[config.mk]
export PLATFORM = sky130hd
export DESIGN_NAME = leader_election_role_fsm_unit_flat
export DESIGN_NICKNAME = d
export VERILOG_FILES = /design/src/sv/ler_pkg.sv /design/src/sv/ler_if.sv /design/src/sv/ler_core.sv /design/src/sv/ler_outbuf.sv /design/src/sv/leader_election_role_fsm_unit.sv /design/src/flat_wrapper.sv
export VERILOG_INCLUDE_DIRS = /design/src /design/src/sv
export SDC_FILE = /design/constraint.sdc
export NUM_CORES = 1
export LEC_CHECK = 0
export BUFFER_PORTS_ARGS = -buffer_cell sky130_fd_sc_hd__buf_2
export CORE_ASPECT_RATIO = 1.5
export CORE_UTILIZATION = 30
export DETAILED_ROUTE_END_ITERATION = 12
export PLACE_DENSITY_LB_ADDON = 0.12
export SLEW_MARGIN = 20
export SYNTH_ARGS = -nofsm -noshare
export SYNTH_HDL_FRONTEND = slang
export SYNTH_SLANG_ARGS = --single-unit
[constraint.sdc]
create_clock -name clk -period 2.9 [get_ports clk]
set_input_delay 0.58 -clock clk [delete_from_list [all_inputs] [get_ports clk]]
set_output_delay 0.58 -clock clk [all_outputs]
set_load 0.005 [all_outputs]
[src/sv/leader_election_role_fsm_unit_assert.svh]
// Assertion macros shared by the leader election role controller RTL.
`ifndef LEADER_ELECTION_ROLE_FSM_UNIT_ASSERT_SVH
`define LEADER_ELECTION_ROLE_FSM_UNIT_ASSERT_SVH

// Same-cycle implication, disabled while in reset.
`define LER_ASSERT_IMPL(lbl, clk, rst_n, a, c) \
    lbl: assert property (@(posedge clk) disable iff (!rst_n) (a) |-> (c)) \
        else $error("same-cycle implication violated");

// Next-cycle implication, disabled while in reset.
`define LER_ASSERT_NEXT(lbl, clk, rst_n, a, c) \
    lbl: assert property (@(posedge clk) disable iff (!rst_n) (a) |=> (c)) \
        else $error("next-cycle implication violated");

`endif

[src/sv/ler_pkg.sv]
// Package: types, codes and constants of the leader election role controller.
package ler_pkg;

    localparam int ID_BITS    = 22;
    localparam int COUNT_BITS = 16;

    localparam int CFG_IDX_BITS = 3;

    localparam logic [CFG_IDX_BITS-1:0] CFG_OWN_ID           = 3'd0;
    localparam logic [CFG_IDX_BITS-1:0] CFG_START_AS_LEADER  = 3'd1;
    localparam logic [CFG_IDX_BITS-1:0] CFG_HEARTBEAT_PERIOD = 3'd2;
    localparam logic [CFG_IDX_BITS-1:0] CFG_FOLLOWER_TIMEOUT = 3'd3;
    localparam logic [CFG_IDX_BITS-1:0] CFG_ELECTION_WINDOW  = 3'd4;

    localparam int HEARTBEAT_PERIOD_RST = 5;
    localparam int FOLLOWER_TIMEOUT_RST = 7;
    localparam int ELECTION_WINDOW_RST  = 2;

    typedef enum logic [2:0] {
        R_IDLE      = 3'd0,
        R_LEADER    = 3'd1,
        R_FOLLOWER  = 3'd2,
        R_CALLED    = 3'd3,
        R_CANDIDATE = 3'd4,
        R_AWAIT     = 3'd5
    } role_t;

    typedef enum logic [2:0] {
        K_NONE  = 3'd0,
        K_HEART = 3'd1,
        K_ELECT = 3'd2,
        K_CAND  = 3'd3,
        K_NEWL  = 3'd4
    } kind_t;

    typedef enum logic [2:0] {
        OP_TICK   = 3'd0,
        OP_START  = 3'd1,
        OP_HEART  = 3'd2,
        OP_ELECT  = 3'd3,
        OP_CAND   = 3'd4,
        OP_LEADER = 3'd5
    } op_t;

    // Core to result buffer: load strobe and message count.
    typedef struct packed {
        logic load;
        logic two;
    } pair_ctl_t;

endpackage

[src/sv/ler_if.sv]
// Event and message channel interfaces of the leader election role controller.
interface ler_in_if #(
    parameter int ID_BITS = ler_pkg::ID_BITS
);
    logic               valid;
    logic               ready;
    logic [2:0]         operation;
    logic [ID_BITS-1:0] peer_id;

    modport source (output valid, output operation, output peer_id, input ready);
    modport sink   (input valid, input operation, input peer_id, output ready);
endinterface

interface ler_out_if #(
    parameter int ID_BITS = ler_pkg::ID_BITS
);
    logic               valid;
    logic               ready;
    logic [2:0]         send_kind;
    logic [ID_BITS-1:0] send_id;
    logic [2:0]         role_now;
    logic               last_of_run;

    modport source (output valid, output send_kind, output send_id, output role_now,
                    output last_of_run, input ready);
    modport sink   (input valid, input send_kind, input send_id, input role_now,
                    input last_of_run, output ready);
endinterface

[src/sv/ler_core.sv]
// Input register, role state and next-state logic of the election controller.
module ler_core #(
    parameter int ID_BITS    = ler_pkg::ID_BITS,
    parameter int COUNT_BITS = ler_pkg::COUNT_BITS
) (
    input  logic                  clk,
    input  logic                  rst_n,
    input  logic                  in_valid,
    output logic                  in_ready,
    input  logic [2:0]            in_op,
    input  logic [ID_BITS-1:0]    in_peer,
    input  logic [ID_BITS-1:0]    own_id,
    input  logic                  start_as_leader,
    input  logic [COUNT_BITS-1:0] heartbeat_period,
    input  logic [COUNT_BITS-1:0] follower_timeout,
    input  logic [COUNT_BITS-1:0] election_window,
    input  logic                  buf_free,
    output ler_pkg::pair_ctl_t    ctl,
    output ler_pkg::kind_t        msg_kind [2],
    output logic [ID_BITS-1:0]    msg_id [2],
    output ler_pkg::role_t        role_new
);

`include "leader_election_role_fsm_unit_assert.svh"

    function automatic logic [COUNT_BITS-1:0] load_count(input logic [COUNT_BITS-1:0] v);
        return (v == '0) ? COUNT_BITS'(1) : v;
    endfunction

    // input register
    logic               s1_valid_reg;
    ler_pkg::op_t       op_reg;
    logic [ID_BITS-1:0] peer_reg;
    logic               take;

    // role state
    ler_pkg::role_t        role_reg, role_next;
    logic [COUNT_BITS-1:0] hc_reg, hc_next;
    logic                  ha_reg, ha_next;
    logic [COUNT_BITS-1:0] wc_reg, wc_next;
    logic [ID_BITS-1:0]    best_reg, best_next;
    logic                  bv_reg, bv_next;

    logic [COUNT_BITS-1:0] hc_dec;
    logic [COUNT_BITS-1:0] wc_dec;
    logic                  hb_fire;
    ler_pkg::kind_t        hb_kind;
    logic                  win_own;
    logic                  two;

    assign take     = s1_valid_reg && buf_free;
    assign in_ready = !s1_valid_reg || take;

    always_ff @(posedge clk or negedge rst_n)
    begin
        if (!rst_n)
        begin
            s1_valid_reg <= 1'b0;
        end
        else if (in_valid && in_ready)
        begin
            s1_valid_reg <= 1'b1;
        end
        else if (take)
        begin
            s1_valid_reg <= 1'b0;
        end
    end

    always_ff @(posedge clk)
    begin
        if (in_valid && in_ready)
        begin
            op_reg   <= ler_pkg::op_t'(in_op);
            peer_reg <= in_peer;
        end
    end

    always_ff @(posedge clk or negedge rst_n)
    begin
        if (!rst_n)
        begin
            role_reg <= ler_pkg::R_IDLE;
            hc_reg   <= '0;
            ha_reg   <= 1'b0;
            wc_reg   <= '0;
            best_reg <= '0;
            bv_reg   <= 1'b0;
        end
        else if (take)
        begin
            role_reg <= role_next;
            hc_reg   <= hc_next;
            ha_reg   <= ha_next;
            wc_reg   <= wc_next;
            best_reg <= best_next;
            bv_reg   <= bv_next;
        end
    end

    always_comb
    begin
        role_next   = role_reg;
        hc_next     = hc_reg;
        ha_next     = ha_reg;
        wc_next     = wc_reg;
        best_next   = best_reg;
        bv_next     = bv_reg;
        hc_dec      = hc_reg - COUNT_BITS'(1);
        wc_dec      = wc_reg - COUNT_BITS'(1);
        hb_fire     = 1'b0;
        hb_kind     = ler_pkg::K_NONE;
        win_own     = 1'b0;
        two         = 1'b0;
        msg_kind[0] = ler_pkg::K_NONE;
        msg_kind[1] = ler_pkg::K_NONE;
        msg_id[0]   = '0;
        msg_id[1]   = '0;

        if (op_reg == ler_pkg::OP_START)
        begin
            hc_next   = '0;
            ha_next   = 1'b0;
            wc_next   = '0;
            best_next = '0;
            bv_next   = 1'b0;
            if (start_as_leader)
            begin
                role_next   = ler_pkg::R_CALLED;
                msg_kind[0] = ler_pkg::K_ELECT;
                msg_id[0]   = own_id;
            end
            else
            begin
                role_next = ler_pkg::R_FOLLOWER;
                hc_next   = load_count(follower_timeout);
                ha_next   = 1'b1;
            end
        end
        else if (role_reg != ler_pkg::R_IDLE)
        begin
            case (op_reg)
                ler_pkg::OP_TICK:
                begin
                    if (ha_reg)
                    begin
                        hc_next = hc_dec;
                        if (hc_dec == '0)
                        begin
                            case (role_reg)
                                ler_pkg::R_LEADER:
                                begin
                                    hb_fire = 1'b1;
                                    hb_kind = ler_pkg::K_HEART;
                                    hc_next = load_count(heartbeat_period);
                                end
                                ler_pkg::R_FOLLOWER:
                                begin
                                    hb_fire   = 1'b1;
                                    hb_kind   = ler_pkg::K_ELECT;
                                    ha_next   = 1'b0;
                                    role_next = ler_pkg::R_CALLED;
                                end
                                default:
                                begin
                                    ha_next = 1'b0;
                                end
                            endcase
                        end
                    end
                    // window close decides the election
                    if (wc_reg != '0)
                    begin
                        wc_next = wc_dec;
                        if (wc_dec == '0 && role_next == ler_pkg::R_CANDIDATE)
                        begin
                            best_next = '0;
                            bv_next   = 1'b0;
                            if (bv_reg && best_reg > own_id)
                            begin
                                role_next = ler_pkg::R_AWAIT;
                            end
                            else
                            begin
                                win_own   = 1'b1;
                                role_next = ler_pkg::R_LEADER;
                                hc_next   = load_count(heartbeat_period);
                                ha_next   = 1'b1;
                            end
                        end
                    end
                    // at most two messages; a timer message goes first
                    if (hb_fire)
                    begin
                        msg_kind[0] = hb_kind;
                        if (win_own)
                        begin
                            msg_kind[1] = ler_pkg::K_NEWL;
                            msg_id[1]   = own_id;
                            two         = 1'b1;
                        end
                    end
                    else if (win_own)
                    begin
                        msg_kind[0] = ler_pkg::K_NEWL;
                        msg_id[0]   = own_id;
                        msg_kind[1] = ler_pkg::K_HEART;
                        two         = 1'b1;
                    end
                end
                ler_pkg::OP_HEART:
                begin
                    if (role_reg == ler_pkg::R_FOLLOWER)
                    begin
                        hc_next = load_count(follower_timeout);
                    end
                end
                ler_pkg::OP_ELECT:
                begin
                    if (role_reg == ler_pkg::R_LEADER || role_reg == ler_pkg::R_FOLLOWER)
                    begin
                        ha_next = 1'b0;
                        hc_next = '0;
                    end
                    role_next   = ler_pkg::R_CANDIDATE;
                    msg_kind[0] = ler_pkg::K_CAND;
                    msg_id[0]   = own_id;
                    wc_next     = load_count(election_window);
                end
                ler_pkg::OP_CAND:
                begin
                    if (role_reg == ler_pkg::R_CANDIDATE)
                    begin
                        if (!bv_reg || peer_reg > best_reg)
                        begin
                            best_next = peer_reg;
                        end
                        bv_next = 1'b1;
                    end
                end
                ler_pkg::OP_LEADER:
                begin
                    if (role_reg == ler_pkg::R_AWAIT)
                    begin
                        role_next = ler_pkg::R_FOLLOWER;
                        hc_next   = load_count(follower_timeout);
                        ha_next   = 1'b1;
                    end
                end
                default:
                begin
                end
            endcase
        end
    end

    assign ctl.load = take;
    assign ctl.two  = two;
    assign role_new = role_next;

    `LER_ASSERT_IMPL(a_idle_clear, clk, rst_n, role_reg == ler_pkg::R_IDLE,
        !ha_reg && wc_reg == '0 && !bv_reg)
    `LER_ASSERT_NEXT(a_start_leaves_idle, clk, rst_n, take && op_reg == ler_pkg::OP_START,
        role_reg != ler_pkg::R_IDLE)
    `LER_ASSERT_NEXT(a_pair_means_leader, clk, rst_n, ctl.load && ctl.two,
        role_reg == ler_pkg::R_LEADER)

endmodule

[src/sv/ler_outbuf.sv]
// Two-slot result buffer: holds one event's messages and sends them in order.
module ler_outbuf #(
    parameter int ID_BITS = ler_pkg::ID_BITS
) (
    input  logic               clk,
    input  logic               rst_n,
    input  ler_pkg::pair_ctl_t ctl,
    input  ler_pkg::kind_t     msg_kind [2],
    input  logic [ID_BITS-1:0] msg_id [2],
    input  ler_pkg::role_t     role_new,
    output logic               buf_free,
    ler_out_if.source          msg
);

`include "leader_election_role_fsm_unit_assert.svh"

    ler_pkg::kind_t     kind_reg [2];
    logic [ID_BITS-1:0] id_reg [2];
    ler_pkg::role_t     role_reg;
    logic [1:0]         cnt_reg, cnt_next;
    logic               head_reg, head_next;
    logic               fire;

    assign msg.valid       = (cnt_reg != 2'd0);
    assign fire            = msg.valid && msg.ready;
    assign buf_free        = (cnt_reg == 2'd0) || (cnt_reg == 2'd1 && fire);
    assign msg.send_kind   = kind_reg[head_reg];
    assign msg.send_id     = id_reg[head_reg];
    assign msg.role_now    = role_reg;
    assign msg.last_of_run = (cnt_reg == 2'd1);

    always_comb
    begin
        cnt_next  = cnt_reg;
        head_next = head_reg;
        if (ctl.load)
        begin
            cnt_next  = ctl.two ? 2'd2 : 2'd1;
            head_next = 1'b0;
        end
        else if (fire)
        begin
            cnt_next  = cnt_reg - 2'd1;
            head_next = 1'b1;
        end
    end

    always_ff @(posedge clk or negedge rst_n)
    begin
        if (!rst_n)
        begin
            cnt_reg  <= 2'd0;
            head_reg <= 1'b0;
        end
        else
        begin
            cnt_reg  <= cnt_next;
            head_reg <= head_next;
        end
    end

    always_ff @(posedge clk)
    begin
        if (ctl.load)
        begin
            kind_reg[0] <= msg_kind[0];
            kind_reg[1] <= msg_kind[1];
            id_reg[0]   <= msg_id[0];
            id_reg[1]   <= msg_id[1];
            role_reg    <= role_new;
        end
    end

    `LER_ASSERT_IMPL(a_load_room, clk, rst_n, ctl.load, buf_free)
    `LER_ASSERT_IMPL(a_pair_head, clk, rst_n, cnt_reg == 2'd2, !head_reg)
    `LER_ASSERT_NEXT(a_pair_drain, clk, rst_n, cnt_reg == 2'd2 && fire,
        cnt_reg == 2'd1 && head_reg)

endmodule

[src/sv/leader_election_role_fsm_unit.sv]
// An event is registered at acceptance and loaded into the result buffer once the buffer is free.
// Throughput: one event per cycle when each event yields one message and msg.ready stays high;
// an event that wins an election yields two messages, sent one at a time on the single output
// port. The two-slot result buffer and the input register set this rate.
// Reset (rst_n, async, active low): role idle, countdowns stopped, no candidate seen,
// registers own_id 0, start_as_leader 0, period 5, timeout 7, window 2.
module leader_election_role_fsm_unit #(
    parameter int ID_BITS    = ler_pkg::ID_BITS,
    parameter int COUNT_BITS = ler_pkg::COUNT_BITS,
    localparam int CFG_W     = (ID_BITS > COUNT_BITS) ? ID_BITS : COUNT_BITS
) (
    input  logic                             clk,
    input  logic                             rst_n,
    // configuration write port; the user must write it only while idle, the block does not enforce this
    input  logic                             cfg_we,
    input  logic [ler_pkg::CFG_IDX_BITS-1:0] cfg_index,
    input  logic [CFG_W-1:0]                 cfg_data,
    // event transactions in, message transactions out
    ler_in_if.sink                           ev,
    ler_out_if.source                        msg
);

    // configuration registers
    logic [ID_BITS-1:0]    own_id_reg;
    logic                  start_as_leader_reg;
    logic [COUNT_BITS-1:0] heartbeat_period_reg;
    logic [COUNT_BITS-1:0] follower_timeout_reg;
    logic [COUNT_BITS-1:0] election_window_reg;

    // core to buffer
    ler_pkg::pair_ctl_t    ctl;
    ler_pkg::kind_t        msg_kind [2];
    logic [ID_BITS-1:0]    msg_id [2];
    ler_pkg::role_t        role_new;
    logic                  buf_free;

    // writes to indexes past the last register are dropped
    always_ff @(posedge clk or negedge rst_n)
    begin
        if (!rst_n)
        begin
            own_id_reg           <= '0;
            start_as_leader_reg  <= 1'b0;
            heartbeat_period_reg <= COUNT_BITS'(ler_pkg::HEARTBEAT_PERIOD_RST);
            follower_timeout_reg <= COUNT_BITS'(ler_pkg::FOLLOWER_TIMEOUT_RST);
            election_window_reg  <= COUNT_BITS'(ler_pkg::ELECTION_WINDOW_RST);
        end
        else if (cfg_we)
        begin
            case (cfg_index)
                ler_pkg::CFG_OWN_ID:           own_id_reg           <= cfg_data[ID_BITS-1:0];
                ler_pkg::CFG_START_AS_LEADER:  start_as_leader_reg  <= cfg_data[0];
                ler_pkg::CFG_HEARTBEAT_PERIOD: heartbeat_period_reg <= cfg_data[COUNT_BITS-1:0];
                ler_pkg::CFG_FOLLOWER_TIMEOUT: follower_timeout_reg <= cfg_data[COUNT_BITS-1:0];
                ler_pkg::CFG_ELECTION_WINDOW:  election_window_reg  <= cfg_data[COUNT_BITS-1:0];
                default:
                begin
                end
            endcase
        end
    end

    // Core: holds the accepted event in its input register until the buffer is free, then updates role and
    // countdowns and hands up to two messages to the buffer in the same edge.
    ler_core #(
        .ID_BITS    (ID_BITS),
        .COUNT_BITS (COUNT_BITS)
    ) u_core (
        .clk              (clk),
        .rst_n            (rst_n),
        .in_valid         (ev.valid),
        .in_ready         (ev.ready),
        .in_op            (ev.operation),
        .in_peer          (ev.peer_id),
        .own_id           (own_id_reg),
        .start_as_leader  (start_as_leader_reg),
        .heartbeat_period (heartbeat_period_reg),
        .follower_timeout (follower_timeout_reg),
        .election_window  (election_window_reg),
        .buf_free         (buf_free),
        .ctl              (ctl),
        .msg_kind         (msg_kind),
        .msg_id           (msg_id),
        .role_new         (role_new)
    );

    // Buffer: sends the messages one transaction at a time, flags the last one,
    // and frees itself early so the next event can load as the last one leaves.
    ler_outbuf #(
        .ID_BITS (ID_BITS)
    ) u_outbuf (
        .clk      (clk),
        .rst_n    (rst_n),
        .ctl      (ctl),
        .msg_kind (msg_kind),
        .msg_id   (msg_id),
        .role_new (role_new),
        .buf_free (buf_free),
        .msg      (msg)
    );

endmodule
[src/flat_wrapper.sv]
// flat-port wrapper written by rule: the top's interface ports become plain ports
module leader_election_role_fsm_unit_flat 
#(
    parameter int ID_BITS    = ler_pkg::ID_BITS,
    parameter int COUNT_BITS = ler_pkg::COUNT_BITS,
    localparam int CFG_W     = (ID_BITS > COUNT_BITS) ? ID_BITS : COUNT_BITS
)
  (clk, rst_n, cfg_we, cfg_index, cfg_data, ev_valid, ev_operation, ev_peer_id, ev_ready, msg_valid, msg_send_kind, msg_send_id, msg_role_now, msg_last_of_run, msg_ready);
  ler_in_if #(.ID_BITS(ID_BITS)) ev_i ();
  ler_out_if #(.ID_BITS(ID_BITS)) msg_i ();
  input  logic clk;
  input  logic rst_n;
  input  logic cfg_we;
  input  logic [ler_pkg::CFG_IDX_BITS-1:0] cfg_index;
  input  logic [CFG_W-1:0] cfg_data;
  input wire logic [$bits(ev_i.valid)-1:0] ev_valid;
  input wire logic [$bits(ev_i.operation)-1:0] ev_operation;
  input wire logic [$bits(ev_i.peer_id)-1:0] ev_peer_id;
  output wire logic [$bits(ev_i.ready)-1:0] ev_ready;
  output wire logic [$bits(msg_i.valid)-1:0] msg_valid;
  output wire logic [$bits(msg_i.send_kind)-1:0] msg_send_kind;
  output wire logic [$bits(msg_i.send_id)-1:0] msg_send_id;
  output wire logic [$bits(msg_i.role_now)-1:0] msg_role_now;
  output wire logic [$bits(msg_i.last_of_run)-1:0] msg_last_of_run;
  input wire logic [$bits(msg_i.ready)-1:0] msg_ready;
  assign ev_i.valid = ev_valid;
  assign ev_i.operation = ev_operation;
  assign ev_i.peer_id = ev_peer_id;
  assign ev_ready = ev_i.ready;
  assign msg_valid = msg_i.valid;
  assign msg_send_kind = msg_i.send_kind;
  assign msg_send_id = msg_i.send_id;
  assign msg_role_now = msg_i.role_now;
  assign msg_last_of_run = msg_i.last_of_run;
  assign msg_i.ready = msg_ready;
  leader_election_role_fsm_unit #(.ID_BITS(ID_BITS), .COUNT_BITS(COUNT_BITS)) u_core (.clk(clk), .rst_n(rst_n), .cfg_we(cfg_we), .cfg_index(cfg_index), .cfg_data(cfg_data), .ev(ev_i), .msg(msg_i));
endmodule
Word-level counts from Yosys, hierarchy flattened:

Memories as Yosys holds them, arrays and structs flattened.
Index checks and enable logic that the tools add are counted.
W data, S select, Z words.

* output and inout bits: 31
* RAM bits: 50
* word-level logic and storage cells: 192
* input port bits: 55
* register bits after elaboration: 162
* memories kept: 2

* multiplexer cells: 105
* $add $sub $neg: 3
* equal/unequal tests: 22
* order comparisons: 2
* reduce and logical (&&, ||, !) cells: 41

Memories
* u_core.u_outbuf.id_reg: words 2, width 22, read ports 1, clocked after memory_dff 0, write ports 2, RTL line ler_outbuf.sv:18 `logic [ID_BITS-1:0] id_reg [2];`
* u_core.u_outbuf.kind_reg: words 2, width 3, read ports 1, clocked after memory_dff 0, write ports 2, RTL line ler_outbuf.sv:17 `ler_pkg::kind_t kind_reg [2];`

Operators with widths (count)
* $mux W16: 18
* $mux W22: 13
* $pmux W22 S2: 2
* $logic_not A16 Y1: 5
* $pmux W16 S4: 1
* $mux W3: 16
* $gt A22 B22 Y1: 2
* $mux W44: 1
* $mux W1: 39
* $pmux W16 S2: 1
* $sub A16 B1 Y16 const B: 2
* $ne A3 B3 Y1 const B: 7
* $eq A3 B3 Y1 const B: 6
* $mux W6: 3
* $reduce_bool A16 Y1: 1
* $eq A3 B2 Y1 const B: 5
* $mux W2: 6
* $reduce_and A6 Y1: 2
* $reduce_and A2 Y1: 5
* $eq A3 B1 Y1 const B: 3
* $pmux W3 S3: 1
* $reduce_bool A3 Y1: 3
* $reduce_bool A2 Y1: 4
* $reduce_and A7 Y1: 1
* 16 further kinds: 26

Depth between registers and ports, before layout:

Gate-level depths: netlist of the first run.

* depth after elaboration: 20
* mapped depth: 12
* depth with buffers taken out: 9

By module:

Synthesis of the first run repeated with hierarchy kept, for this count alone.

* cells, all modules: 1052
* area total of the unflattened synthesis: 11793.8 um2

Modules (own cells, without submodules)
* ler_core: instances 1, area an instance 6806.5 um2, cells each 798, sequential area each 2252.2 um2
* leader_election_role_fsm_unit: instances 1, area an instance 2894.0 um2, cells each 154, sequential area each 1784.2 um2
* ler_outbuf: instances 1, area an instance 2093.3 um2, cells each 100, sequential area each 1666.6 um2

Least setup slack after synthesis of the first run:

OpenSTA, ideal clock, no wires.

* path type: register to register
* start point: register u_core.u_core.hc_reg[0]
* end point: register u_core.u_core.hc_reg[6]
* path slack: -0.161 ns
* arrival time: 2.930 ns
* stages on the path, launching flop included: 11
* path through: dfrtp_1 -> inv_1 -> ha_1 -> nor3b_4 -> nand4_1 -> xnor2_1 -> or4_4 -> or4_4 -> buf_6 -> and3_1 -> or3_1

* word-level cells in the longest chain between the ends: 14
* elaborated cells between the ends (all ways): 18

RTL lines
* start, declared: RTL line ler_core.sv:38 `logic [COUNT_BITS-1:0] hc_reg, hc_next;`
* start signal, assigned: RTL line ler_core.sv:93 `hc_reg <= hc_next;`
* $sub A16 B1 Y16 (*): RTL line ler_core.sv:109 `hc_dec = hc_reg - COUNT_BITS'(1);`
* $logic_not A16 Y1: RTL line ler_core.sv:148 `if (hc_dec == '0)`
* $mux W3: RTL line ler_core.sv:148
* $mux W3: RTL line ler_core.sv:145 `if (ha_reg)`
* $mux W3: RTL line ler_core.sv:142 `case (op_reg)`
* $mux W3: RTL line ler_core.sv:140 `else if (role_reg != ler_pkg::R_IDLE)`
* $mux W3: RTL line ler_core.sv:120 `if (op_reg == ler_pkg::OP_START)`
* $eq A3 B3 Y1: RTL line ler_core.sv:175 `if (wc_dec == '0 && role_next == ler_pkg::R_CANDIDATE)`
* $logic_and A1 B1 Y1: RTL line ler_core.sv:175
* $mux W16: RTL line ler_core.sv:175
* $mux W16 (*): RTL line ler_core.sv:172 `if (wc_reg != '0)`
* $pmux W16 S4 (*): RTL line ler_core.sv:142
* $mux W16 (*): RTL line ler_core.sv:140
* $mux W16 (*): RTL line ler_core.sv:120

Mark *: on every way between the ends. The rest lies on a longest branch, timed or not. The select of a mux whose other input is x is not followed.
A chain may end at the register's enable or synchronous reset.

Worst setup path after layout of the first run:

* start point: register u_core.u_core.hc_reg[0]
* end point: register u_core.u_core.hc_reg[5]

The elaborated chain is that of the path after synthesis.

==> metrics.txt, run 1 <==
result of the run finished with violations; violations in the final reports negative setup slack; Synth Cell Area 0.01167 mm^2; main combinational cell family by area after synthesis simple AND/OR/NAND/NOR gates; sort of element at the end of the critical path register; Synthesis Warnings 0; diode insertion count for antenna repair 0; CTS tree done; ports placed on the boundary 86; cell count after synthesis 1113; power density relative to cell area 1014 mW/mm^2; P_sw 5.805 mW; Post-DP HPWL 28.08 mm; sum of overflow across all layers after global routing 0; post-synthesis async set-or-reset flop share 63.51%; share of the core filled with cells in the final layout 38.52%; CP Launch Type register; area of the die 0.03971 mm^2; flip-flop count of the largest register, all copies and words added 44; final routed wire length divided by cell count 20.48 um; #FFs+latches synth 211; vias in the first global route 9576; Pint 9.199 mW; Area after DPL 0.01351 mm^2; adder-cell area share of the yosys netlist 5.360%; unrepaired setup endpoints after global routing yes; multiplexer area fraction after synthesis 8.630%; Routed WL 37.46 mm; GPL Wtd Cong 0.8485; Die W 163.0 um; final clock skew 0.01047 ns; critical path cell sequence inv_2 -> ha_4 -> nor3b_4 -> nand4_1 -> xnor2_1 -> or4_4 -> or4_4 -> buf_6 -> a211oi_2 -> or3_1; post-route clock period utilization 101.5%; slew margin rel. 50.91%; DRC violation count after routing 0; post-synthesis cell type count 77; power share of the clock group 21.1%; clock insertion delay at the later pin of the skew report 0.56 ns; fin nets 1420; number of hold violations in the final report 0; EDFF count, synth 77; global router's overall resource usage 19.04%; first-pass GRT wire length 56.52 mm; Crit-path slowest cell sky130_fd_sc_hd__or4_4; min Tclk post-route 2.942 ns; DRT Pass-1 Iters 4; Worst Hold Slack 0.1992 ns; number of antenna violations at the first check in global routing 0; maximum number of pins on one net before global-route repair 55; combinational fraction of design power 45.7%; most prevalent standard cell on the critical path sky130_fd_sc_hd__or4_4; delay of the slowest cell on the worst path 0.55 ns; worst vdd ir 632.9 uV; CTS root buffer sky130_fd_sc_hd__clkbuf_16; class of the tightest hold or removal check input pin to register; most common library cell in the layout ignoring fill and taps sky130_fd_sc_hd__dfrtp_1; number of port buffers 85; area fraction in and, or, nand and nor cells after synthesis 15.67%; transition time of the tightest slew-check pin 0.7364 ns; Sw Share 38.69%; remaining antenna violation count after routing 0; leading register cell type out of synthesis sky130_fd_sc_hd__dfrtp_1; maximum clock path buffer count 3; CP required 3.39 ns; CP Data Arrival Time 3.43 ns; Critical path buffers and inverters 2; leakage power summed over all cells 6.131 nW; max-cap violations 0; vertical extent of the die 243.6 um; via count of the routed design 9154; number of CTS-inserted buffers 25; vias per cell 5.005; area inside the core boundary 0.03843 mm^2; number of pins exceeding their max-slew limit in the final report 0; First DRT Iteration DRCs 391; Worst Setup Slack post-DPL -0.1691 ns; sink count of the clock tree 211; mean cell area of the mapped netlist 10.49 um^2; XOR/XNOR share of the synthesized area 1.651%; Final Instance Area 0.01480 mm^2; Clock transition at path regs 0.07 ns; register share of total power 33.2%; top fanout value on the critical path 8; sequential element share of the synthesized area 48.61%; final setup margin -0.04224 ns; fraction of layout instances using a drive strength above 1 31.11%; synthesis-to-finish area growth 26.83%; site row count 88; Final setup violation count 12; commonest non-fill, non-tap cells in the layout 125 x sky130_fd_sc_hd__dfrtp_1, 115 x sky130_fd_sc_hd__buf_4, 84 x sky130_fd_sc_hd__buf_2, 78 x sky130_fd_sc_hd__o21ai_0; category of the critical setup timing path register to register; Clock H-tree levels 1; initial core utilization 30.37%; share of the synthesized area in compound gates (AO/OA/AOI/OAI) 15.14%; CP top delay family simple AND/OR/NAND/NOR gates; power consumption 15.00 mW; Max Clk Rate 339.9 MHz
==> path summary, 6_finish.rpt <==
kind,end,start,cells after the start,slack [ns]
setup / recovery,u_core.u_core.hc_reg[5],u_core.u_core.hc_reg[0],10,-0.04
hold / removal,u_core.u_core.op_reg[1],ev_operation[1],1,0.20
setup reg to reg,u_core.u_core.hc_reg[5],u_core.u_core.hc_reg[0],10,-0.04
hold reg to reg,u_core.u_outbuf.head_reg,u_core.u_outbuf.head_reg,2,0.50
max in group asynchronous,u_core.u_core.best_reg[19],rst_n,3,1.68
min in group asynchronous,u_core.u_core.role_reg[2],rst_n,2,0.47
==> synthesized netlist by cell type, drive strengths merged (4+ instances only) <==
master	n	area (um^2)
nand2	69	259.0
o21a	4	30.03
a22oi	5	37.54
and2	28	175.2
a211oi	11	82.58
and3	10	62.56
mux2	77	867.1
a21o	17	127.6
a21oi	46	230.2
buf	21	137.6
dfstp	6	157.7
a21boi	5	37.54
ha	50	625.6
nor2b	11	68.82
edfxtp	77	2312
o211ai	32	254.0
dfrtp	128	3203
a211o	8	70.07
o31ai	26	195.2
or3b	4	35.04
nor3b	6	56.31
nand3	23	115.1
xor2	6	52.55
nor4	20	140.1
xnor2	16	140.1
a31oi	4	25.02
clkbuf	47	176.4
nor3	36	201.5
or4	5	45.04
nand2b	13	81.33
o21ai	82	410.4
mux2i	14	140.1
nor2	65	244.0
inv	68	255.2
nand4	18	118.9
or3	10	62.56
==> per-stage QoR <==
step	std cells	setup TNS, ns
finish	1829	-0.2026
global route	1829	-2.338
floorplan	1135	-0.2857
global placement	1767	-3.224
CTS	1823	-0.03563
detailed placement	1767	-3.587
==> power by group through the flow <==
stage / Clock, mW / Sequential [mW] / Combinational [mW]
2_1_floorplan: 0 / 4.74 / 3.94
3_3_place_gp: 0 / 5.01 / 6.36
3_5_place_dp: 0 / 5.02 / 6.39
4_1_cts: 3.27 / 4.98 / 6.73
5_1_grt: 3.38 / 5.10 / 7.56
6_report: 3.17 / 4.98 / 6.86
==> cell families after synthesis <==
| logic type | Yosys count |
|---|---|
| xor gates and xnor gates | 22 |
| and+or+nand+nor | 336 |
| adders and majority gates | 50 |
| muxes | 91 |
| DFF | 211 |
| AOI/OAI and AO/OA | 265 |
| buffers and inverters | 137 |
| other | 1 |
==> cell type report <==
class / instances / area [um^2]
clock buffers: 32 / 683.2
clock inverters: 14 / 133.9
fillers: 3827 / 23620
inverters: 69 / 259.0
multi-input cells: 788 / 5781
flip-flops and latches: 211 / 5677
well taps: 495 / 619.3
repair buffers: 220 / 1650
==> timing repair <==
action	CTS	global route
gates resized for setup	28	32
hold buffers	1	0
gates cloned	2	2
endpoints found under the setup margin	58	73
pin swaps	10	18
setup buffers	7	5
hold endpoints to repair	21	0
==> metal layers <==
layer | track usage [%] | up-vias | routed length, um
li1 | - | 4454 | -
met1 | 20.72 | 4464 | 14220
met2 | 36.73 | 181 | 20720
met3 | 2.179 | 55 | 1390
met4 | 7.257 | 0 | 1122
met5 | 0 | - | 0
Power figures use the tool's default switching activity.
==> run 2, diff against run 1 <==
- CORE_ASPECT_RATIO: 1.5 -> 0.75
==> metrics.txt, run 2 (synthesized netlist as in run 1, its figures left out) <==
clock insertion delay at the later pin of the skew report 0.53 ns (was 0.56 ns); class of the tightest hold or removal check input pin to asynchronous set/reset pin (was input pin to register); number of antenna violations at the first check in global routing 2 (was 0); sort of element at the end of the critical path register (unchanged); min Tclk post-route 2.916 ns (was 2.942 ns); area of the die 0.03971 mm^2 (about the same); depth of the most critical reg-to-reg path 10 (unchanged); max-cap violations 0 (unchanged); fin nets 1411 (was 1420); sum of overflow across all layers after global routing 0 (unchanged); maximum clock path buffer count 3 (unchanged); Max Clk Rate 342.9 MHz (was 339.9 MHz); First DRT Iteration DRCs 635 (was 391); worst vdd ir 402.5 uV (was 632.9 uV); endpoint of the worst register-to-register path u_core.u_core.hc_reg[11] (was u_core.u_core.hc_reg[5]); global router's overall resource usage 17.96% (was 19.04%); vias in the first global route 8885 (was 9576); Die W 229.8 um (was 163.0 um); vias per cell 4.998 (was 5.005); Final setup violation count 4 (was 12); Clock transition at path regs 0.07 ns (about the same); DRC violation count after routing 1 (was 0); leakage power summed over all cells 6.088 nW (was 6.131 nW); flip-flop count of the largest register, all copies and words added 44 (unchanged); area inside the core boundary 0.03832 mm^2 (was 0.03843 mm^2); top fanout value on the critical path 10 (was 8); fraction of layout instances using a drive strength above 1 30.14% (was 31.11%); CP Launch Type register (unchanged); first-pass GRT wire length 55.33 mm (was 56.52 mm); post-route clock period utilization 100.6% (was 101.5%); beginning of the worst register-to-register path u_core.u_core.hc_reg[1] (was u_core.u_core.hc_reg[0]); final setup margin -0.01644 ns (was -0.04224 ns); number of port buffers 85 (unchanged); initial core utilization 30.46% (was 30.37%); sink count of the clock tree 211 (unchanged); number of hold violations in the final report 0 (unchanged); final routed wire length divided by cell count 19.60 um (was 20.48 um); maximum number of pins on one net before global-route repair 57 (was 55); vertical extent of the die 172.8 um (was 243.6 um); CTS root buffer sky130_fd_sc_hd__clkbuf_16 (unchanged); remaining antenna violation count after routing 0 (unchanged); final clock skew 0.01183 ns (was 0.01047 ns); unrepaired setup endpoints after global routing yes (unchanged); CTS tree done (unchanged); share of the core filled with cells in the final layout 38.15% (was 38.52%); commonest non-fill, non-tap cells in the layout 127 x sky130_fd_sc_hd__dfrtp_1, 111 x sky130_fd_sc_hd__buf_4, 84 x sky130_fd_sc_hd__buf_2, 79 x sky130_fd_sc_hd__o21ai_0 (was 125 x sky130_fd_sc_hd__dfrtp_1, 115 x sky130_fd_sc_hd__buf_4, 84 x sky130_fd_sc_hd__buf_2, 78 x sky130_fd_sc_hd__o21ai_0); CP required 3.35 ns (was 3.39 ns); Post-DP HPWL 26.31 mm (was 28.08 mm); Worst Hold Slack 0.03608 ns (was 0.1992 ns); DRT Pass-1 Iters 9 (was 4); most common library cell in the layout ignoring fill and taps sky130_fd_sc_hd__dfrtp_1 (unchanged); DP Cell Count 1780 (was 1767); via count of the routed design 9182 (was 9154); synthesis-to-finish area growth 25.28% (was 26.83%); CP Data Arrival Time 3.37 ns (was 3.43 ns); number of CTS-inserted buffers 24 (was 25); non-filler cells, final 1837 (was 1829); Clock H-tree levels 1 (unchanged); r2r setup slk -0.02 ns (was -0.04 ns); result of the run finished with violations (unchanged); number of pins exceeding their max-slew limit in the final report 0 (unchanged); site row count 62 (was 88); slew margin rel. 47.91% (was 50.91%); Routed WL 36.01 mm (was 37.46 mm); transition time of the tightest slew-check pin 0.7813 ns (was 0.7364 ns); power density relative to cell area 1002 mW/mm^2 (was 1014 mW/mm^2); violations in the final reports design-rule violations, negative setup slack (was negative setup slack); GPL Wtd Cong 0.8300 (was 0.8485); category of the critical setup timing path register to register (unchanged); ports placed on the boundary 86 (unchanged)
run 2: changes by cell type in the layout (fill, tap and decap cells not counted), sizes merged:
cell         before  now
buf             217  212
bufinv            1    0
clkbuf           34   35
diode             0    1
dlygate4sd3       1    0
inv              73   70
o211ai           33   32
run 2: timing repair:
action                                  4_1_cts  5_1_grt
cloned                                        0        5
pin swaps                                     4       12
setup buffers                                 5        2
hold buffers                                  0        0
resized for setup                            10       41
endpoints found under the setup margin       69       85
run 2: how the worst max path moves through the flow:
stage,cells after the start,to,from
global route,10,u_core.u_core.hc_reg[11],u_core.u_core.hc_reg[0]
floorplan,10,u_core.u_core.hc_reg[6],u_core.u_core.hc_reg[1]
global placement,10,u_core.u_core.hc_reg[11],u_core.u_core.wc_reg[5]
detailed placement,9,u_core.u_core.hc_reg[14],u_core.u_core.wc_reg[5]
CTS,9,u_core.u_core.hc_reg[10],u_core.u_core.wc_reg[5]
finish,10,u_core.u_core.hc_reg[11],u_core.u_core.hc_reg[1]
run 2: cell type report:
type | count | area [um^2]
diodes | 1 | 2.502
inverters | 69 | 259.0
repair buffers | 213 | 1526
well taps | 512 | 640.6
clock inverters | 10 | 63.81
flip-flops and latches | 211 | 5674
multi-input cells | 787 | 5703
clock buffers | 34 | 752.0
fillers | 3854 | 23700
run 2: stage by stage:
stage / power, mW / setup WS [ns] / instance area [um^2] / setup TNS, ns
final: 14.65 / -0.01644 / 14620 / -0.02790
after global placement: 11.29 / -0.2431 / 13490 / -10.21
after detailed placement: 11.29 / -0.2796 / 13490 / -11.79
after CTS: 14.56 / 0.00002065 / 14390 / 0
after floorplan: 8.674 / -0.05713 / 11770 / -0.2857
after global routing: 15.72 / -0.1675 / 14620 / -8.377
run 2: worst max-delay path: stages (launching register included):
cell,delay [ns]
sky130_fd_sc_hd__dfrtp_1,0.38
sky130_fd_sc_hd__inv_2,0.08
sky130_fd_sc_hd__ha_4,0.16
sky130_fd_sc_hd__nor3b_4,0.25
sky130_fd_sc_hd__nand4_1,0.14
sky130_fd_sc_hd__xnor2_1,0.17
sky130_fd_sc_hd__or4_4,0.58
sky130_fd_sc_hd__or4_4,0.50
sky130_fd_sc_hd__buf_4,0.21
sky130_fd_sc_hd__a211o_1,0.30
sky130_fd_sc_hd__o211ai_1,0.08
run 2: metal layers:
metal	track usage [%]	routed length, um	vias to the layer above
li1	-	-	4460
met1	29.94	20060	4524
met2	23.77	14000	160
met3	2.556	1298	36
met4	3.780	626	2
met5	0	18	-
run 2: report_power, final:
part | internal, mW | switching [mW]
registers | 4.25 | 0.839
clock network | 1.82 | 1.30
logic | 2.99 | 3.46
total | 9.05 | 5.60
==> run 3, diff against run 2 <==
- REMOVE_ABC_BUFFERS: not set -> 1
==> metrics.txt, run 3 (synthesized netlist as in run 1, its figures left out) <==
global router's overall resource usage 18.38% (was 17.96%); delay of the slowest cell on the worst path 0.50 ns (was 0.58 ns); sort of element at the end of the critical path register (unchanged); unrepaired setup endpoints after global routing yes (unchanged); maximum clock path buffer count 3 (unchanged); number of pins exceeding their max-slew limit in the final report 0 (unchanged); Worst Hold Slack 0.2074 ns (was 0.03608 ns); site row count 62 (unchanged); sink count of the clock tree 211 (unchanged); Final setup violation count 8 (was 4); max-cap violations 0 (unchanged); CP required 3.32 ns (was 3.35 ns); fin nets 1432 (was 1411); synthesis-to-finish area growth 28.41% (was 25.28%); crit path from u_core.u_core.hc_reg[7] (was u_core.u_core.hc_reg[1]); Max Clk Rate 341.2 MHz (was 342.9 MHz); number of antenna violations at the first check in global routing 0 (was 2); CP Data Arrival Time 3.35 ns (was 3.37 ns); remaining antenna violation count after routing 0 (unchanged); final clock skew 0.01589 ns (was 0.01183 ns); vertical extent of the die 172.8 um (unchanged); flip-flop count of the largest register, all copies and words added 44 (unchanged); r2r setup slk -0.03 ns (was -0.02 ns); depth of the most critical reg-to-reg path 8 (was 10); post-route clock period utilization 101.1% (was 100.6%); Final Instance Area 0.01499 mm^2 (was 0.01462 mm^2); beginning of the worst register-to-register path u_core.u_core.hc_reg[7] (was u_core.u_core.hc_reg[1]); via count of the routed design 9329 (was 9182); violations in the final reports design-rule violations, negative setup slack (unchanged); commonest non-fill, non-tap cells in the layout 128 x sky130_fd_sc_hd__dfrtp_1, 119 x sky130_fd_sc_hd__buf_4, 84 x sky130_fd_sc_hd__buf_2, 79 x sky130_fd_sc_hd__o21ai_0 (was 127 x sky130_fd_sc_hd__dfrtp_1, 111 x sky130_fd_sc_hd__buf_4, 84 x sky130_fd_sc_hd__buf_2, 79 x sky130_fd_sc_hd__o21ai_0); non-filler cells, final 1858 (was 1837); first-pass GRT wire length 56.48 mm (was 55.33 mm); leakage power summed over all cells 6.223 nW (was 6.088 nW); clock insertion delay at the later pin of the skew report 0.55 ns (was 0.53 ns); slew margin rel. 63.47% (was 47.91%); DRC violation count after routing 2 (was 1); number of port buffers 85 (unchanged); CP Launch Type register (unchanged); power consumption 14.98 mW (was 14.65 mW); CTS tree done (unchanged); number of hold violations in the final report 0 (unchanged); Die W 229.8 um (unchanged); endpoint of the worst register-to-register path u_core.u_core.hc_reg[10] (was u_core.u_core.hc_reg[11]); Clock transition at path regs 0.07 ns (about the same); area used by multi-input combinational logic 0.005893 mm^2 (was 0.005703 mm^2); Sequential cell area 0.005673 mm^2 (was 0.005674 mm^2); critical path cell sequence buf_4 -> nor4_4 -> nand4_1 -> mux2_2 -> or4_4 -> or4_4 -> and3_1 -> or3_1 (was inv_2 -> ha_4 -> nor3b_4 -> nand4_1 -> xnor2_1 -> or4_4 -> or4_4 -> buf_4 -> a211o_1 -> o211ai_1); fillcell total 3850 (was 3854); final routed wire length divided by cell count 20.09 um (was 19.60 um); diode insertion count for antenna repair 0 (was 1); Clock H-tree levels 1 (unchanged); DRT Pass-1 Iters 10 (was 9); result of the run finished with violations (unchanged); power density relative to cell area 999.6 mW/mm^2 (was 1002 mW/mm^2); sum of overflow across all layers after global routing 0 (unchanged); category of the critical setup timing path register to register (unchanged); ports placed on the boundary 86 (unchanged); transition time of the tightest slew-check pin 0.5459 ns (was 0.7813 ns); min Tclk post-route 2.931 ns (was 2.916 ns); DP Cell Count 1786 (was 1780); initial core utilization 30.46% (unchanged); worst vdd ir 443.8 uV (was 402.5 uV); Crit-path slowest cell sky130_fd_sc_hd__or4_4 (unchanged); final setup margin -0.03104 ns (was -0.01644 ns); class of the tightest hold or removal check input pin to register (was input pin to asynchronous set/reset pin); area inside the core boundary 0.03832 mm^2 (unchanged); area of the die 0.03971 mm^2 (unchanged); Post-DP HPWL 26.51 mm (was 26.31 mm); GPL Wtd Cong 0.8329 (was 0.8300); First DRT Iteration DRCs 683 (was 635); Area after DPL 0.01351 mm^2 (was 0.01349 mm^2); vias in the first global route 9034 (was 8885); vias per cell 5.021 (was 4.998); Worst setup endpoint u_core.u_core.hc_reg[10] (was u_core.u_core.hc_reg[11]); most prevalent standard cell on the critical path sky130_fd_sc_hd__or4_4 (unchanged); Routed WL 37.33 mm (was 36.01 mm); maximum number of pins on one net before global-route repair 48 (was 57); CTS root buffer sky130_fd_sc_hd__clkbuf_16 (unchanged); number of CTS-inserted buffers 25 (was 24); fraction of layout instances using a drive strength above 1 32.02% (was 30.14%); most common library cell in the layout ignoring fill and taps sky130_fd_sc_hd__dfrtp_1 (unchanged); total negative slack for setup checks -0.1110 ns (was -0.02790 ns); top fanout value on the critical path 7 (was 10)
==> run 3: metrics by stage <==
step / worst slack [ns] / util, %
floorplan: -0.8765 / -
global placement: -0.1612 / 35.24
detailed placement: -0.2164 / 35.24
CTS: -0.004213 / 37.59
global route: -0.1464 / 39.11
finish: -0.03104 / 39.11
==> run 3: metal layers <==
layer	track usage, %	wire [um]
met3	2.490	1349
met4	2.870	526
met1	30.12	20320
met2	25.45	15140
met5	0	0
==> run 3: power breakdown <==
part / switching (mW) / internal (mW)
Clock: 1.30 / 1.80
Sequential: 0.817 / 4.25
Combinational: 3.67 / 3.15
Total: 5.79 / 9.19
==> run 3: area by class of cell <==
class | count | area share [%]
multi-input cells | 789 | 39.32
flip-flops and latches | 211 | 37.85
repair buffers | 231 | 11.54
clock buffers | 33 | 4.441
well taps | 512 | 4.274
inverters | 69 | 1.728
clock inverters | 13 | 0.8432
==> run 3: worst min path at each step <==
stage,start,end,slack [ns],cells past startpoint
2_1_floorplan,rst_n,u_core.election_window_reg[0],0.28,0
3_3_place_gp,u_core.u_core.peer_reg[0],u_core.u_core.best_reg[0],0.52,2
3_5_place_dp,u_core.u_core.s1_valid_reg,u_core.u_core.s1_valid_reg,0.51,2
4_1_cts,ev_operation[2],u_core.u_core.op_reg[2],0.19,1
5_1_grt,ev_peer_id[21],u_core.u_core.peer_reg[21],0.20,1
6_report,ev_operation[2],u_core.u_core.op_reg[2],0.21,1
==> run 3: critical path, delay by kind of cell, from the launching register on <==
kind | cells | cell delay, ns
buf+inv | 1 | 0.18
flops | 1 | 0.44
mux | 1 | 0.27
simple gates | 6 | 1.92
==> run 3: what timing repair did <==
item                                    in CTS  in global routing
pin swaps                                    5                 19
gates cloned                                 2                  6
gates resized for setup                     15                 77
hold buffers                                 1                  0
hold endpoints to repair                    23                  0
endpoints found under the setup margin      83                 83
setup buffers                                2                 15
